===== src/rtl/sac_ram.sv =====
// Simple dual-port synchronous RAM with registered read data.
module sac_ram #(
   parameter int AddrW = 8,
   parameter int DataW = 8
) (
   input  logic             clock,
   input  logic             we,
   input  logic [AddrW-1:0] waddr,
   input  logic [DataW-1:0] wdata,
   input  logic [AddrW-1:0] raddr,
   output logic [DataW-1:0] rdata
);
   logic [DataW-1:0] mem [2**AddrW];

   always_ff @(posedge clock) begin
      if (we) begin
         mem[waddr] <= wdata;
      end
      rdata <= mem[raddr];
   end
endmodule


===== config.mk =====
export PLATFORM = sky130hd
export DESIGN_NAME = sac_ram
export DESIGN_NICKNAME = d
export VERILOG_FILES = /design/src/rtl/sac_ram.sv
export SDC_FILE = /design/constraint.sdc
export NUM_CORES = 2
export LEC_CHECK = 0
export BUFFER_PORTS_ARGS = -buffer_cell sky130_fd_sc_hd__buf_2
export CAP_MARGIN = 0
export CORE_MARGIN = 2
export CORE_UTILIZATION = 55
export CTS_CLUSTER_SIZE = 25
export DETAILED_ROUTE_END_ITERATION = 6
export PLACE_DENSITY_LB_ADDON = 0.15
export SLEW_MARGIN = 0
export SYNTH_ARGS = -nofsm -noshare
export SYNTH_HDL_FRONTEND = slang
export SYNTH_SLANG_ARGS = --single-unit

===== constraint.sdc =====
create_clock -name clock -period 2.65 [get_ports clock]
set_input_delay 0.265 -clock clock [delete_from_list [all_inputs] [get_ports clock]]
set_output_delay 0.265 -clock clock [all_outputs]
set_load 0.05 [all_outputs]

==> flow_summary_export.csv <==
group,metric,value,unit
outcome,outcome,"finished, violations left",
outcome,failed_checks,"design-rule violations",
timing,rsz0062_at_grt,"no",
setup_path,cp_cell_sequence,"mux4_2 -> a22o_1 -> a221oi_1 -> o32ai_1 -> nor3_1 -> buf_4 -> nor4_1",
global_route,antenna_found_initial,12,
global_route,grt_max_degree,154,
final_layout,nets,4387,
logic_synthesis,yosysSeqAreaShare,77.50,%
timing,timing.final.hold_violations,0,
logic_synthesis,ys_ff_latch,2056,
timing,finalSetupViolCount,0,
cts,cts-buffers-inserted,202,
timing,report.final.slew_viol_count,0,
cts,clk_latency,830,ps
timing,max_freq,403.0,MHz
drt,route.detailed.wl_per_inst,30.77,microns
logic_synthesis,ys_types,55,
logic_synthesis,yosys_warnings,0,
drt,drt_iter0_markers,5118,
timing,period_share,93.64,%
die,fp.dieW,384.3,microns
die,chipHeight,384.3,microns
drt,wl,198000,microns
die,num_rows,139,
cts,clock-sinks,2056,
drt,drc_errors,4,
cts,clk_pin_slew_worst_paths,60,ps
setup_path,r2r_slack,170,ps
min_path,min_path_type,"input pin to flip-flop",
logic_synthesis,syn_inst,3733,
pwr,peakVddDrop,0.5987,mV
setup_path,crit_buf_inv,1,
die,dieArea,147700,sq um
drt,viasPerCell,6.344,
timing,max_slew_margin,33.81,%
setup_path,path_class,"flip-flop to flip-flop",
pwr,p_leak,30.09,nW
run,maxCapViolations,0,
drt,route.vias.total,40825,
pwr,p_per_area,727.7,nW/um^2
setup_path,cp-end-kind,"flip-flop",
cts,cts_tree,"yes",
logic_synthesis,synth.area.top_cells,"edfxtp_1 77%, mux4_2 13%, mux2i_1 1.7%, nor2_1 1.3%, a22oi_1 1.3%",
drt,drtAntennaViolNets,0,
setup_path,required,3370,ps
logic_synthesis,yosysMostFrequentCell,"edfxtp_1",
global_route,grt_pass1_wl,287300,microns
place,portBuffers,33,
global_route,grt_util_all_layers,27.34,%
die,core_area,143700,sq um
global_route,grt_pass1_vias,40727,
logic_synthesis,async_flop_share,0,%
setup_path,worst-endpoint-arrival,3200,ps
final_layout,fin_util,64.65,%
place,hpwlAfterDp,127100,microns
setup_path,crit_family,"compound AO/OA/AOI/OAI gates",
final_layout,fillCellCount,9637,
logic_synthesis,synth_edf_count,2048,
timing,fin_skew,28.02,ps
place,place.gp.congestion,0.8354,
logic_synthesis,synth-main-ff-cell,"edfxtp_1",
cts,clock_path_buffers,3,
timing,fin_setup_tns,0,ps
logic_synthesis,synthTopCellsByCount,"2048 x edfxtp_1, 454 x mux4_2, 282 x nor2_1",
logic_synthesis,synth_fp_nets,3759,
logic_synthesis,synth_top_area_cell,"edfxtp_1",
logic_synthesis,synth.top_cell.area_share,77.30,%
die,start_util,55.38,%
setup_path,cp_slowest_cell,"a221oi_1",
timing,tightest_slew,989.3,ps
final_layout,area_growth,16.75,%
global_route,grt-ovfl-total,0,
setup_path,cp_max_fo,1,
logic_synthesis,avgSynthCellArea,21.31,sq um
drt,first_pass_iters,7,
timing,post-route-min-period,2482,ps
final_layout,drive_above_1_share,31.07,%
setup_path,critical-path-max-stage-delay,510,ps
setup_path,worstSetupStartpointType,"flip-flop",
cts,cts_root_buf,"clkbuf_16",
logic_synthesis,synth_area,79560,sq um
die,ioPinCount,34,
cts,ctsHtreeMaxLevel,4,
[what timing repair did]
| action | CTS | global route |
|---|---|---|
| buffers inserted | 0 | 0 |
| hold buffers | 8 | 0 |
| resized for setup | 2 | 0 |
| endpoints found under the hold margin | 454 | 0 |
| setup endpoints to repair | 2 | 0 |
[cell type report]
type	count	area (sq um)	area share [%]
Sequential cell	2056	61660	66.39
Multi-Input combinational cell	1442	16500	17.77
Timing Repair Buffer	657	5849	6.298
Clock buffer	253	5380	5.793
Tap cell	1903	2381	2.564
Clock inverter	119	1090	1.173
Inverter	2	7.507	0.008083
Antenna cell	3	7.507	0.008083
[state kept, by name, indices dropped and copies added, names as in the netlist]
signal  flops
rdata       8
mem      2048
[layout by cell type, fill, tap and decap left out, types with 9 or more instances in the layout]
master,instances
nand2_1,33
mux4_2,454
mux2i_1,134
a221oi_1,13
a22oi_1,133
nor4_1,22
a21oi_1,96
nand3_1,34
buf_2,21
nand4_1,10
clkinv_2,36
edfxtp_1,2048
a211oi_1,16
bufinv_16,17
clkbuf_16,205
buf_4,548
o21ai_0,10
o221ai_1,46
nor2_1,279
buf_12,70
nor3_1,22
clkinv_1,51
o22ai_1,28
buf_8,9
clkbuf_1,41
nor2b_1,28
o211ai_1,10
[per-stage QoR]
| stage | hold WS (ps) | total power (W) | worst slack, ps | instance area (sq um) | cells |
|---|---|---|---|---|---|
| after floorplan | 363.9 | 0.03839 | 447.1 | 79560 | 3733 |
| after global placement | 733.9 | 0.04028 | -717.6 | 86310 | 6052 |
| after detailed placement | 741.9 | 0.04033 | -726.1 | 86310 | 6052 |
| after CTS | 7.462 | 0.06805 | 149.9 | 92870 | 6432 |
| after global routing | 86.85 | 0.06946 | 114.9 | 92870 | 6432 |
| final | 76.68 | 0.06759 | 168.5 | 92880 | 6435 |
[worst reg2reg max path, cell delays in order, from the launching register on]
cell	delay [ps]
edfxtp_1	360
mux4_2	470
a22o_1	280
a221oi_1	510
o32ai_1	270
nor3_1	210
buf_4	200
nor4_1	70
[final timing paths]
kind | depth (start not counted) | start | to
worst max-delay path | 7 | mem[210][5] | rdata[5]
worst min-delay path | 3 | waddr[2] | mem[222][0]
worst max register to register | 7 | mem[210][5] | rdata[5]
worst min register to register | 7 | mem[41][3] | rdata[3]
[where the power goes]
part / switching (W) / internal [W]
logic: 0.00227 / 0.00145
registers: 0.0000686 / 0.0358
clock network: 0.0119 / 0.0160
total: 0.0143 / 0.0533
[layer usage]
layer	global-route usage [%]	vias up	wire length [microns]	part of all wire [%]
met5	0	-	92	0.046
met4	8.688	16	5891	3.0
met3	4.938	325	18300	9.2
met2	42.53	2015	94770	48
met1	39.98	21492	78950	40
li1	-	16977	-	-
[cells by family (layout without fill, tap and decap cells)]
family / Yosys count / count (layout) / share of synthesized area [%]
other: 0 / 3 / 0
multiplexers: 591 / 591 / 14.62
flip-flops: 2056 / 2056 / 77.50
buffers and inverters: 235 / 1031 / 1.831
AO/OA/AOI/OAI: 385 / 385 / 3.419
AND/OR/NAND/NOR: 466 / 466 / 2.628
Note: power is estimated with default switching activity, not from simulation.
