--- src/rtl/sac_pkg.sv ---
// Shared constants and codes for the set-associative write-through cache.
package sac_pkg;
   localparam int SETS_DEFAULT      = 128;
   localparam int ADDR_BITS_DEFAULT = 20;
   localparam int WAYS              = 8;
   localparam int WAY_BITS          = 3;
   localparam int LINE_BYTES        = 64;
   localparam int OFFSET_BITS       = 6;
   localparam int TAG_SHIFT         = 13;
   localparam int MAX_BYTES         = 4;

   typedef enum logic [2:0] {
      OUT_HIT         = 3'd0,
      OUT_MISS_FILL   = 3'd1,
      OUT_MISS_REPL   = 3'd2,
      OUT_BYPASS      = 3'd3,
      OUT_WRITE_MISS  = 3'd4
   } outcome_type;

   localparam logic OP_READ  = 1'b0;
   localparam logic OP_WRITE = 1'b1;
endpackage

--- src/rtl/sac_set_index.sv ---
// Line number modulo the set count by reciprocal multiplication, three-stage pipeline.
module sac_set_index #(
   parameter int Sets  = sac_pkg::SETS_DEFAULT,
   parameter int QW    = 14,
   parameter int SetW  = 7
) (
   input  logic            clock,
   input  logic            reset,
   input  logic            start,
   input  logic [QW-1:0]   line_num,
   output logic            done,
   output logic [SetW-1:0] set_index
);
   localparam int PW = 2 * QW + 1;
   localparam logic [QW:0] RECIP = (QW+1)'((64'd1 << QW) / 64'(Sets));

   logic            v1_ff;
   logic            v2_ff;
   logic            done_ff;
   logic [QW-1:0]   line_ff;
   logic [PW-1:0]   prod_ff;
   logic [SetW:0]   rem_est_ff;
   logic [SetW-1:0] rem_ff;
   logic [QW:0]     q_est;
   logic [QW:0]     rem_wide;

   assign q_est    = prod_ff[PW-1:QW];
   assign rem_wide = {1'b0, line_ff} - (QW+1)'(q_est * (QW+1)'(Sets));

   always_ff @(posedge clock) begin
      if (reset) begin
         v1_ff   <= 1'b0;
         v2_ff   <= 1'b0;
         done_ff <= 1'b0;
      end else begin
         v1_ff   <= start;
         v2_ff   <= v1_ff;
         done_ff <= v2_ff;
      end
   end

   always_ff @(posedge clock) begin
      if (start) begin
         line_ff <= line_num;
         prod_ff <= PW'(line_num) * PW'(RECIP);
      end
      if (v1_ff) begin
         rem_est_ff <= rem_wide[SetW:0];
      end
      if (v2_ff) begin
         if (rem_est_ff >= (SetW+1)'(Sets)) begin
            rem_ff <= SetW'(rem_est_ff - (SetW+1)'(Sets));
         end else begin
            rem_ff <= SetW'(rem_est_ff);
         end
      end
   end

   assign done      = done_ff;
   assign set_index = rem_ff;
endmodule

--- config.mk ---
export PLATFORM = sky130hd
export DESIGN_NAME = sac_set_index
export DESIGN_NICKNAME = d
export VERILOG_FILES = /design/src/rtl/sac_pkg.sv /design/src/rtl/sac_set_index.sv
export SDC_FILE = /design/constraint.sdc
export NUM_CORES = 1
export LEC_CHECK = 0
export ABC_CLOCK_PERIOD_IN_PS = 850
export BUFFER_PORTS_ARGS = -buffer_cell sky130_fd_sc_hd__buf_2
export CAP_MARGIN = 25
export CELL_PAD_IN_SITES_DETAIL_PLACEMENT = 0
export CELL_PAD_IN_SITES_GLOBAL_PLACEMENT = 1
export CORE_MARGIN = 4
export CORE_UTILIZATION = 38
export DETAILED_ROUTE_END_ITERATION = 10
export GPL_TIMING_DRIVEN = 0
export PLACE_DENSITY = 0.78
export REMOVE_ABC_BUFFERS = 1
export SLEW_MARGIN = 20
export SYNTH_ARGS = -nofsm -noshare
export SYNTH_HDL_FRONTEND = slang
export SYNTH_SLANG_ARGS = --single-unit
--- constraint.sdc ---
create_clock -name clock -period 0.85 [get_ports clock]
set_input_delay 0.0425 -clock clock [delete_from_list [all_inputs] [get_ports clock]]
set_output_delay 0.0425 -clock clock [all_outputs]
set_load 0.03 [all_outputs]
==> impl_metrics.json <==
{
  "status": "complete, but fails checks",
  "violations": "negative setup slack",
  "antenna_found_initial": 0,
  "grt_max_degree": 14,
  "cts_tree": "built",
  "drive_gt1_share_pct": 41.07,
  "seq_power_share_pct": 71.6,
  "finalClockSkew_ns": 0.001276,
  "p_switching_mw": 0.3385,
  "max_stage_delay_ns": 0.40,
  "die_h_um": 51.21,
  "cp_slowest_cell": "edfxtp_1",
  "placed_area_um2": 825.8,
  "cts_made_buffers": 3,
  "setup_viol": 7,
  "vias_per_cell": 3.840,
  "clk_path_buf_depth": 2,
  "cts.sinks": 24,
  "wirelength_um": 807,
  "start_util_pct": 40.65,
  "synthCells": 27,
  "fin_crit_sh_pct": 105.2,
  "whs_ns": 0.05463,
  "first_pass_iters": 2,
  "post_drt_wl_per_cell_um": 9.963,
  "antenna-diode-count": 0,
  "worst_ep_arrival_time_ns": 0.85,
  "power.leakage_nw": 0.3632,
  "num-fill-cells": 136,
  "rows": 15,
  "crit_required_ns": 0.81,
  "critPathCaptureType": "output pin",
  "die_x_um": 51.21,
  "postCtsSetupRepairBufs": 0,
  "hold_class": "primary input to register",
  "start_kind": "register",
  "syn-cell-area_um2": 709.4,
  "slew_headroom_pct": 88.74,
  "regArea_um2": 694.4,
  "grt_pass1_vias": 325,
  "grt_use_met1_pct": 8.203,
  "finalPower_mw": 1.924,
  "num_io_pins": 25,
  "routabilityCongestion": 0.6321,
  "postLayoutCellArea_um2": 985.9,
  "synth_seq_cells": 24,
  "vias": 311,
  "sw_frac_of_total_pct": 17.59,
  "path_cells": "buf_6",
  "power.clock.fraction_pct": 24.4,
  "final_hold_viol_count": 0,
  "internal_power_mw": 1.586,
  "fmax_ghz": 1.119,
  "pre_cts_slack_ns": 0.03787,
  "ant_nets": 0,
  "ir_worst_vdd_mv": 0.9394,
  "tns_ns": -0.2526,
  "crit_family": "flip-flops",
  "finalCriticalPeriod_ns": 0.8939,
  "worst_slew_pin_slew_ns": 0.1689,
  "grt_overflow": 0,
  "met2_usage_pct": 12.23,
  "crit_fanout": 1,
  "drc": 0,
  "setup.worst_path.class": "register to output pin",
  "synth_area_per_cell_um2": 26.28,
  "grt.busiest_layer": "met2",
  "grt_usage_pct": 7.755,
  "multi_input_area_um2": 18.77,
  "maxCapViolations": 0,
  "io_buffer_count": 17,
  "synth-seq-area-share_pct": 97.35,
  "die-area_um2": 2622,
  "synthDistinctLibCells": 3,
  "clock-root-buffer": "clkbuf_4",
  "critPathBufInv": 1,
  "initialDrtViolationCount": 1,
  "nets": 74,
  "combPwrFrac_pct": 4.0,
  "grtUsageMet3_pct": 3.499,
  "grt_pass1_wl_um": 1366,
  "setup_ws_ns": -0.04391,
  "yosys_warnings": 0,
  "htreeDepth": 1,
  "clkLatencyLatePin_ns": 0.30,
  "core_um2": 1745,
  "clk_pin_slew_ns": 0.11,
  "powerDensity_nw_per_um2": 1951,
  "rsz0062_at_grt": "yes",
  "synthToLayoutAreaGrowth_pct": 38.98,
  "drv_slew": 0
}
==> worst paths after layout <==
kind	end	depth (start not counted)	slack, ns	startpoint
max	set_index[3]	1	-0.04	set_index[3]$_DFFE_PP_
min	prod_ff[9]$_DFFE_PP_	1	0.05	start
max reg2reg	set_index[5]$_DFFE_PP_	0	0.13	v2_ff$_SDFF_PP0_
min reg2reg	set_index[5]$_DFFE_PP_	0	0.43	rem_est_ff[5]$_DFFE_PP_
==> cell families after synthesis <==
logic type,synth area share (%)
flops,97.35
simple gates,2.646
==> metrics by stage <==
step                      instances  util [%]
after floorplan                  27         -
after detailed placement         69     47.31
after global routing             81     56.49
after global placement           69     47.31
after CTS                        81     56.06
final                            81     56.49
==> repair_timing <==
item                                    in CTS  in global routing
hold endpoints to repair                    10                  0
endpoints found under the setup margin       8                 22
hold buffers                                 8                  0
gates resized for setup                     15                  4
==> power groups by stage <==
stage	Combinational, mW	Sequential (mW)	Clock [mW]
3_3_place_gp	0.0418	1.40	0
5_1_grt	0.0844	1.39	0.552
6_report	0.0766	1.38	0.470
2_1_floorplan	0.00370	1.41	0
3_5_place_dp	0.0438	1.40	0
4_1_cts	0.0751	1.38	0.495
==> state kept, by name, summed over array words and instances (netlist names) <==
name / cells
prod_ff: 7
rem_est_ff: 7
set_index: 7
done: 1
v1_ff: 1
v2_ff: 1
==> metal layers <==
layer | vias to the layer above | wire length [µm] | part of all wire, %
met4 | 0 | 0 | 0
met2 | 18 | 451 | 56
li1 | 159 | - | -
met3 | 0 | 63 | 7.8
met5 | - | 0 | 0
met1 | 134 | 293 | 36
==> Yosys cell counts <==
library cell / number / area, µm²
nor2b_1: 3 / 18.77
dfxtp_1: 3 / 60.06
edfxtp_1: 21 / 630.6
==> final cells by class <==
type	count	area share [%]
multi-input combinational	3	1.904
sequential	24	70.43
tap	25	3.173
clock buffer	4	2.665
timing repair buffer	25	21.83
==> cell usage in the layout (no fill, tap or decap) <==
cell and count:
buf_2 9, dlygate4sd3_1 8, edfxtp_1 21, buf_6 8, dfxtp_2 3, nor2b_1 3, clkbuf_1 1, clkbuf_4 3
No activity file was read; power rests on OpenSTA's default activity.
